[config.mk]
export PLATFORM = sky130hd
export DESIGN_NAME = tpsq_ram
export DESIGN_NICKNAME = d
export VERILOG_FILES = /design/src/rtl/tpsq_ram.sv
export SDC_FILE = /design/constraint.sdc
export NUM_CORES = 1
export LEC_CHECK = 0
export BUFFER_PORTS_ARGS = -buffer_cell sky130_fd_sc_hd__buf_2
export CORE_AREA = 5 5 112 114
export DETAILED_ROUTE_END_ITERATION = 10
export DIE_AREA = 0 0 117 119
export PLACE_DENSITY = 0.65
export SLEW_MARGIN = 15
export SYNTH_ARGS = -nofsm -noshare
export SYNTH_HDL_FRONTEND = slang
export SYNTH_SLANG_ARGS = --single-unit
[constraint.sdc]
create_clock -name clk -period 2.3 [get_ports clk]
set_input_delay 0.115 -clock clk [delete_from_list [all_inputs] [get_ports clk]]
set_output_delay 0.115 -clock clk [all_outputs]
set_load 0.01 [all_outputs]
[src/rtl/tpsq_ram.sv]
// Generic simple dual-port RAM (one write port, one read port) with registered read.
// No dependencies.
module tpsq_ram #(
    parameter int WIDTH = 8,
    parameter int DEPTH = 16
) (
    input  logic                     clk,
    input  logic                     we,
    input  logic [$clog2(DEPTH)-1:0] waddr,
    input  logic [WIDTH-1:0]         wdata,
    input  logic                     re,
    input  logic [$clog2(DEPTH)-1:0] raddr,
    output logic [WIDTH-1:0]         rdata
);

    logic [WIDTH-1:0] mem [DEPTH];

    always_ff @(posedge clk)
    begin
        if (we)
        begin
            mem[waddr] <= wdata;
        end
        if (re)
        begin
            rdata <= mem[raddr];
        end
    end

endmodule

==> results.cfg <==
[pwr]
clock_power_share_pct = 45.7
leakage_nw = 2.10
switchingPower_mw = 1.07
p_comb_share_pct = 4.6
seq_power_share_pct = 49.7
switching_share_pct = 19.0
cellPowerDensity_mw_per_mm2 = 913
ir_drop_uv = 388
p_int_mw = 4.59

[cts]
clock_path_buffers = 2
cts_root_buffer = clkbuf_16
clk_latency_ns = 0.40
htreeDepth = 4
numCtsBuffers = 17
cts_tree = done
clk_pin_slew_worst_paths_ns = 0.05
post_cts.repair.setup_buffers = 0
post_cts_resized = 0
clock_sinks = 136
hold_buffers = 0

[synth]
ys_dominant_reg_cell = edfxtp_1
yosysSeqAreaShare_pct = 78.1
synth_nets = 248
async_flop_share_pct = 0
yosys-top-cells-count = edfxtp_1 (136), mux4_2 (18), a22oi_1 (16)
yosysUniqueCellTypes = 18
synth-seq-cells = 136
yosysMostFrequentCell = edfxtp_1
syn_avg_cell_area_sq_um = 22.8
synth_area_sq_mm = 0.00523
netlist_instances = 229
yosysWarnings = 0
synth-edff-count = 136
ys_top_cells_by_area = edfxtp_1 (78%), mux4_2 (7.8%), mux4_1 (7.0%)
netlist.top_cell.by_area = edfxtp_1
yosysTopAreaCellShare_pct = 78.1

[finish]
drive_gt1_share_pct = 30.8
num_antenna_cells = 0
fill_cells = 849
area_growth_pct = 18.6
utilization_pct = 54.8
nNetsFinal = 302

[route]
via_count = 2447
drc = 0
drtPass1Iterations = 4
drtIter0Drc = 223
wl_microns = 10300
routed_via_density = 5.59
postRouteAntennaNets = 0
wire_per_inst_microns = 23.4

[sta]
tightest_slew_ns = 0.898
maxSlewViolCount = 0
finClkSkew_ns = 0.00396
hold_violations = 0
period_share_pct = 66.7
whs_ns = 0.0859
period_minus_slack_ns = 1.53
tns_ns = 0
fmax_mhz = 652
rsz0062_at_grt = false
setup-violations-final = 0
max_slew_margin_pct = 39.9

[min_path]
hp-class = in2reg
min_path_cells = 1
hold_start = re
worstHoldEndpoint = rdata[3]

[die]
start_util_pct = 46.2
coreArea_sq_mm = 0.0113
io_pins = 27
die_x_microns = 117
dieArea_sq_mm = 0.0139
rows = 39
die-height_microns = 119

[placed_design]
gp_congestion = 0.771
hpwlAfterDp_microns = 6600
numPortBuffers = 26

[run]
cap_viol_max_count = 0

[outcome]
outcome = complete, no violations

[global_routing]
grt_first_pass_wirelength_microns = 15400
grt_start_max_net_pins = 22
antenna_found_initial = 0
grt_usage_pct = 16.0
grt_pass1_vias = 2534
overflow = 0

[setup_path]
start_kind = register
r2r_cells = 3
reg2reg_to = rdata[5]
crit_required_ns = 2.44
crit_path_end_kind = register
r2r_slack_ns = 0.77
criticalPathCategory = reg2reg
cp_max_fo = 1
crit-reg2reg-launch = mem[1][5]
cp.arrival_ns = 1.67
## registers in the layout, indices dropped and copies added, names as in the netlist
register,cells
mem,128
rdata,8
## kinds of logic after synthesis
| group | share of synthesized area (%) |
|---|---|
| DFF | 78.1 |
| muxes | 14.8 |
| and+or+nand+nor | 3.14 |
| AOI/OAI and AO/OA | 2.30 |
| buffers and inverters | 1.65 |
## area by class of cell
| class | instances | area (sq um) | share of cell area [%] |
|---|---|---|---|
| Clock buffer | 20 | 437 | 7.04 |
| Clock inverter | 11 | 131 | 2.12 |
| Multi-Input combinational cell | 83 | 1060 | 17.1 |
| Sequential cell | 136 | 4080 | 65.9 |
| Tap cell | 143 | 179 | 2.89 |
| Timing Repair Buffer | 45 | 310 | 5.01 |
## stage by stage
stage               setup slack [ns]  area (sq um)  power, mW  cells
floorplan                      0.692          5230       3.00    229
global placement               0.394          5630       3.12    407
detailed placement             0.409          5630       3.13    407
CTS                            0.766          6200       5.71    438
global route                   0.741          6200       5.84    438
finish                         0.766          6200       5.66    438
## worst max-delay path: stages (launching register included)
cell and delay [ns]:
edfxtp_1 0.37, mux4_1 0.52, a22oi_1 0.26, nand2_1 0.12
## worst max-delay path by stage
stage / from / cells after the start / slack, ns / end
finish: mem[1][5] / 3 / 0.77 / rdata[5]
global route: mem[1][5] / 3 / 0.74 / rdata[5]
CTS: mem[1][5] / 3 / 0.77 / rdata[5]
detailed placement: raddr[0] / 5 / 0.41 / rdata[5]
global placement: raddr[0] / 5 / 0.39 / rdata[5]
floorplan: waddr[2] / 2 / 0.69 / mem[0][0]
## per-layer routing
metal	GRT usage, %	routed length, microns	up-vias
li1	-	-	1086
met1	23.5	4250	1251
met2	23.4	5050	104
met3	4.61	892	6
met4	4.95	73	0
met5	0	0	-
## layout by cell type (no fill, tap or decap), drive strengths merged
cell type,count
edfxtp,136
buf,45
mux4,32
clkbuf,20
a22oi,16
nor2,13
nand2,9
clkinv,7
nor3,4
bufinv,3
nand3b,2
nand2b,2
nor2b,1
and2,1
and2b,1
nand3,1
or3b,1
clkinvlp,1
## power by group through the flow
stage | Clock [mW] | Sequential, mW | Combinational, mW
3_3_place_gp | 0 | 2.86 | 0.259
2_1_floorplan | 0 | 2.86 | 0.141
6_report | 2.59 | 2.81 | 0.261
3_5_place_dp | 0 | 2.86 | 0.265
5_1_grt | 2.74 | 2.81 | 0.284
4_1_cts | 2.63 | 2.81 | 0.266
No activity file was read; power rests on OpenSTA's default activity.
