==> src/rtl/tpsq_pkg.sv <==
// Shared types, widths and codes for the trajectory point store.
// Used by tpsq_scan_unit and trajectory_point_store_query; no dependencies.
package tpsq_pkg;

    localparam int DEFAULT_MAX_POINTS = 1024;

    localparam int TIME_W      = 32;
    localparam int POS_W       = 24;
    localparam int INDEX_W     = 10;
    localparam int COUNT_OUT_W = 11;
    localparam int EPS_W       = 20;
    localparam int BUF_W       = 40;
    localparam int CFG_IDX_W   = 2;
    localparam int CFG_DATA_W  = 40;

    localparam int DIFF_W = POS_W + 1;         // dx, dy
    localparam int SQ_W   = 2 * POS_W + 1;     // dx*dx
    localparam int DIST_W = 2 * POS_W + 2;     // dx*dx + dy*dy
    localparam int PT_W   = TIME_W + 2 * POS_W; // packed RAM word

    typedef enum logic [1:0] {
        K_APPEND  = 2'd0,
        K_NEAREST = 2'd1,
        K_TIME    = 2'd2,
        K_CLEAR   = 2'd3
    } kind_t;

    typedef enum logic [1:0] {
        ST_OK    = 2'd0,
        ST_EMPTY = 2'd1,
        ST_FULL  = 2'd2,
        ST_ORDER = 2'd3
    } status_t;

    localparam logic [CFG_IDX_W-1:0] CFG_EPS = 2'd0;
    localparam logic [CFG_IDX_W-1:0] CFG_BUF = 2'd1;

    // sequencer -> scan unit
    typedef struct packed {
        logic init;     // start of a query: forget previous winner
        logic valid;    // a point word is on the data inputs
        logic nearest;  // 1: nearest search, 0: time lower bound
    } scan_ctl_t;

    // scan unit -> sequencer
    typedef struct packed {
        logic busy;     // points still in flight
        logic found;    // a winner has been latched
    } scan_sts_t;

endpackage

==> src/rtl/tpsq_scan_unit.sv <==
// Shared per-point scan datapath: distance/time compare pipeline and winner.
// Depends on tpsq_pkg.
module tpsq_scan_unit #(
    parameter int AW = 10
) (
    input  logic                                  clk,
    input  logic                                  rst_n,
    input  tpsq_pkg::scan_ctl_t                   ctl,
    input  logic [AW-1:0]                         pt_idx,
    input  logic signed [tpsq_pkg::TIME_W-1:0]    pt_time,
    input  logic signed [tpsq_pkg::POS_W-1:0]     pt_x,
    input  logic signed [tpsq_pkg::POS_W-1:0]     pt_y,
    input  logic signed [tpsq_pkg::TIME_W-1:0]    q_time,
    input  logic signed [tpsq_pkg::POS_W-1:0]     q_x,
    input  logic signed [tpsq_pkg::POS_W-1:0]     q_y,
    input  logic [tpsq_pkg::EPS_W-1:0]            eps,
    input  logic [tpsq_pkg::BUF_W-1:0]            slack,
    output tpsq_pkg::scan_sts_t                   sts,
    output logic [AW-1:0]                         win_idx
);

    localparam int TW = tpsq_pkg::TIME_W;

    // stage 1: differences and time test
    logic                                 v1_reg, v1_next;
    logic [AW-1:0]                        idx1_reg;
    logic signed [tpsq_pkg::DIFF_W-1:0]   dx1_reg, dy1_reg, dx1_next, dy1_next;
    logic                                 hit1_reg, hit1_next;
    // stage 2: squares
    logic                                 v2_reg;
    logic [AW-1:0]                        idx2_reg;
    logic [tpsq_pkg::SQ_W-1:0]            sqx2_reg, sqy2_reg, sqx2_next, sqy2_next;
    logic                                 hit2_reg;
    // stage 3: distance
    logic                                 v3_reg;
    logic [AW-1:0]                        idx3_reg;
    logic [tpsq_pkg::DIST_W-1:0]          d3_reg, d3_next;
    logic                                 hit3_reg;
    // winner
    logic                                 have_reg, have_next;
    logic [tpsq_pkg::DIST_W-1:0]          best_reg, best_next;
    logic [AW-1:0]                        win_reg, win_next;

    logic signed [TW:0]                   t_sum;
    logic signed [2*tpsq_pkg::DIFF_W-1:0] px, py;
    logic [tpsq_pkg::DIST_W:0]            thresh;

    always_comb
    begin
        v1_next  = ctl.valid;
        dx1_next = {pt_x[tpsq_pkg::POS_W-1], pt_x} - {q_x[tpsq_pkg::POS_W-1], q_x};
        dy1_next = {pt_y[tpsq_pkg::POS_W-1], pt_y} - {q_y[tpsq_pkg::POS_W-1], q_y};
        t_sum    = {pt_time[TW-1], pt_time}
                 + $signed({{(TW + 1 - tpsq_pkg::EPS_W){1'b0}}, eps});
        hit1_next = t_sum >= $signed({q_time[TW-1], q_time});

        px = dx1_reg * dx1_reg;
        py = dy1_reg * dy1_reg;
        sqx2_next = px[tpsq_pkg::SQ_W-1:0];
        sqy2_next = py[tpsq_pkg::SQ_W-1:0];

        d3_next = {1'b0, sqx2_reg} + {1'b0, sqy2_reg};

        thresh    = {1'b0, best_reg}
                  + {{(tpsq_pkg::DIST_W + 1 - tpsq_pkg::BUF_W){1'b0}}, slack};
        have_next = have_reg;
        best_next = best_reg;
        win_next  = win_reg;
        if (ctl.init)
        begin
            have_next = 1'b0;
        end
        else if (v3_reg)
        begin
            if (ctl.nearest)
            begin
                // first point always wins; later ones must beat best + slack
                if (!have_reg || ({1'b0, d3_reg} < thresh))
                begin
                    have_next = 1'b1;
                    best_next = d3_reg;
                    win_next  = idx3_reg;
                end
            end
            else if (hit3_reg && !have_reg)
            begin
                have_next = 1'b1;
                win_next  = idx3_reg;
            end
        end
    end

    always_ff @(posedge clk or negedge rst_n)
    begin
        if (!rst_n)
        begin
            v1_reg   <= 1'b0;
            v2_reg   <= 1'b0;
            v3_reg   <= 1'b0;
            have_reg <= 1'b0;
        end
        else
        begin
            v1_reg   <= v1_next;
            v2_reg   <= v1_reg;
            v3_reg   <= v2_reg;
            have_reg <= have_next;
        end
    end

    always_ff @(posedge clk)
    begin
        idx1_reg <= pt_idx;
        dx1_reg  <= dx1_next;
        dy1_reg  <= dy1_next;
        hit1_reg <= hit1_next;
        idx2_reg <= idx1_reg;
        sqx2_reg <= sqx2_next;
        sqy2_reg <= sqy2_next;
        hit2_reg <= hit1_reg;
        idx3_reg <= idx2_reg;
        d3_reg   <= d3_next;
        hit3_reg <= hit2_reg;
        best_reg <= best_next;
        win_reg  <= win_next;
    end

    assign sts.busy  = v1_reg | v2_reg | v3_reg;
    assign sts.found = have_reg;
    assign win_idx   = win_reg;

endmodule

==> config.mk <==
export PLATFORM = sky130hd
export DESIGN_NAME = tpsq_scan_unit
export DESIGN_NICKNAME = d
export VERILOG_FILES = /design/src/rtl/tpsq_pkg.sv /design/src/rtl/tpsq_scan_unit.sv
export SDC_FILE = /design/constraint.sdc
export NUM_CORES = 2
export LEC_CHECK = 0
export ABC_AREA = 1
export BUFFER_PORTS_ARGS = -buffer_cell sky130_fd_sc_hd__buf_2
export CAP_MARGIN = 25
export CORE_ASPECT_RATIO = 1.25
export CORE_MARGIN = 2
export CORE_UTILIZATION = 65
export DETAILED_ROUTE_END_ITERATION = 7
export GPL_TIMING_DRIVEN = 0
export PLACE_DENSITY = 0.83
export RECOVER_POWER = 25
export SLEW_MARGIN = 20
export SYNTH_ARGS = -nofsm -noshare
export SYNTH_HDL_FRONTEND = slang
export SYNTH_SLANG_ARGS = --single-unit
==> constraint.sdc <==
create_clock -name clk -period 14.25 [get_ports clk]
set_input_delay 0.7125 -clock clk [delete_from_list [all_inputs] [get_ports clk]]
set_output_delay 0.7125 -clock clk [all_outputs]
set_load 0.1 [all_outputs]
==> key figures <==
Outcome
  – Status: finished with violations
  – Violated checks: DRC

Placement
  – Post-detail-place hpwl: ~150000 um
  – GP Congestion: around 1.1
  – Placed Area: 62700 um^2
  – PortBufs: 246

Floorplanning
  – Core area: between 90000 and 100000 um^2
  – Site Rows: 124
  – Die extent in x: 276 um
  – Die Y: 344 um
  – Initial core utilization: around two thirds
  – DIE AREA: 94800 um^2
  – # IOs: 247

Layout
  – Commonest non-fill, non-tap cells in the layout: 1965 x inv_1, 1249 x nand2_1, 1200 x fa_1
  – Area growth, synth to finish: 6.53%
  – Share of layout cells above drive strength 1: 5.74%
  – Final instance area: 63900 um^2
  – Fill cell count: 7313
  – Final Net Count: approximately 9.4k
  – Register area: 6490 um^2
  – Multi-input logic area: 45500 um^2
  – Most common cell after layout, fill and taps aside: inv_1

Synth
  – FFs w/ async S/R, synth: approximately 1.4%
  – Number of flops mapped to enable cells by yosys: 60
  – Post-synth top flop: dfxtp_1
  – Synth area leader: fa_1
  – Mapped Avg Cell Area: 8.44 um^2
  – Syn Inst Count: ~7.1k
  – Yosys top cell area share: around two fifths
  – Synthesized area: 60000 um^2
  – YS warnings: 0
  – Post-synthesis sequential area ratio: around 11%
  – Syn Nets: 9079
  – Synth top area cells: fa_1 40%, inv_1 12%, ha_1 11%, nand2_1 7.8%, dfxtp_1 7.6%
  – Seq cells post-synth: a little under 300
  – Distinct cell type count after synthesis: 62

Worst setup path
  – Crit-path cells: clkbuf_1 -> buf_1 -> nand2_1 -> inv_1 -> fa_1 -> fa_1 -> inv_1 -> fa_1 -> inv_1 -> fa_1 -> fa_1 -> fa_1 -> fa_1 -> ha_1 -> a21oi_1 -> inv_1 -> a31oi_1 -> o21ai_0 -> a21oi_1 -> nand3_1 -> a21oi_1 -> xnor2_1
  – Critical Path Fanout Max: 10
  – Crit path launch type: flip-flop
  – Worst path top cell family by delay: adder cells
  – Worst r2r path cells: 22
  – FF-to-FF setup slack: about 5.5 ns
  – Crit. End Element: flip-flop
  – Critical path's slowest cell: fa_1
  – Critical Path RT: 14.76 ns
  – Worst setup path category: reg2reg
  – Reg-to-reg endpoint: sqy2_reg[43]
  – Reg2Reg Launch Point: dy1_reg[3]
  – Worst Path Arrival: 9.25 ns
  – Top cell by count, worst path: fa_1
  – Critical path buffer and inverter count: 6
  – Worst stage delay on the critical path: 0.95 ns

STA
  – Max-Slew Margin vs Limit: 27.3%
  – Fin crit share: about 61%
  – Fmax: ~0.11 GHz
  – Final-report setup violation count: 0
  – Unrepaired setup endpoints after global routing: false
  – Max-slew violation count: 0
  – Final hold vios: 0
  – Final min period: just under 9 ns
  – Setup tns final: 0 ns
  – Worst Skew: 0.0620 ns
  – Actual slew at the worst max-slew pin: about 1.1 ns

Route
  – Initial DRT Pass Iterations: 8
  – Routed vias/inst: 5.59
  – Wire per inst: 19.7 um
  – Antenna-violating nets left: 0
  – # DRC: 54
  – DRT iter0 DRCs: 3322
  – DRT Wirelength: around 170000 um
  – Via count: 48.2k

Clock tree
  – Clk buf depth: 3
  – Root buf cell: clkbuf_16
  – CTS clk-pin slew, worst paths: ~0.060 ns
  – Clock latency on the worst-skew pair: 0.60 ns
  – Clk sinks: 293
  – CTS tree: built
  – Setup bufs post-CTS: 0
  – Htree depth: 2
  – TritonCTS Buffers: 35

GRT
  – Largest net degree at the start of global routing: 36
  – All-Layer GR Usage: 36.8%
  – Global-route wire length before repair: 265000 um
  – Initial antenna violation count: 1
  – Vias in the first global route: between 50k and 60k
  – Total grt overflow: 0

Hold path
  – Min-Delay Path Depth: 1
  – Hold Crit Start: ctl[1]
  – HP Class: in2reg
  – Worst Hold Path EP: v1_reg

Job
  – MaxCap Viol Count: 0
-- cells by family after synthesis --
| group | count (synthesis) | share of synthesized area (%) |
|---|---|---|
| compound gates | 709 | 6.94 |
| xor+xnor | 293 | 4.29 |
| fa+ha+maj | 1738 | 51.3 |
| buf+inv | 2128 | 13.3 |
| flops | 293 | 10.8 |
| simple gates | 1945 | 13.4 |
-- repair_timing --
action                                 4_1_cts  5_1_grt
hold buffers                                 1        0
gates resized for setup                      0        0
setup endpoints to repair                    0        0
endpoints found under the hold margin        4        0
-- routing by layer --
metal / track usage [%] / part of all wire (%)
met1: 44.1 / 36
met2: 61.2 / 47
met3: 7.99 / 9.5
met4: 21.4 / 6.8
met5: 0 / 0.0077
-- Yosys cell counts (15+ instances only) --
library cell	instances
inv_1	1966
nand2_1	1249
fa_1	1200
ha_1	538
nor2_1	396
a21oi_1	312
dfxtp_1	229
xor2_1	190
o21ai_0	151
clkbuf_1	149
nand3_1	127
xnor2_1	102
edfxtp_1	60
a31oi_1	50
a21o_1	46
nor3_1	42
o21bai_1	36
nand4_1	32
o21ai_1	20
o21ai_2	16
a21oi_2	15
o21a_1	15
-- metrics by stage --
stage	std cells	setup slack, ns	hold WS [ns]	utilization, %
2_1_floorplan	7106	7.62	0.310	-
4_1_cts	8613	5.65	0.243	69.8
3_3_place_gp	8549	5.79	0.310	68.5
5_1_grt	8613	5.24	0.257	69.8
3_5_place_dp	8550	5.72	0.314	68.5
6_report	8616	5.51	0.265	69.8
-- how the worst max path moves through the flow --
stage / from / end / slack, ns / depth (start not counted)
after detailed placement: dy1_reg[3] / sqy2_reg[43] / 5.72 / 22
after floorplan: dy1_reg[24] / sqy2_reg[47] / 7.62 / 22
after CTS: dy1_reg[3] / sqy2_reg[43] / 5.65 / 22
after global placement: dy1_reg[3] / sqy2_reg[43] / 5.79 / 22
after global routing: dy1_reg[3] / sqy2_reg[48] / 5.24 / 24
final: dy1_reg[3] / sqy2_reg[43] / 5.51 / 22
-- area by class of cell --
type | count | share of cell area, %
well taps | 1197 | 2.34
inverters | 1973 | 11.6
clock buffers | 40 | 1.45
flip-flops and latches | 293 | 10.1
multi-input cells | 4685 | 71.2
clock inverters | 22 | 0.356
plain buffers | 155 | 0.918
repair buffers | 248 | 1.97
diodes | 3 | 0.0117
Power is left out: the tool's default activity adds up to more than one toggle a clock period on the data nets, which glitch-free logic cannot reach.
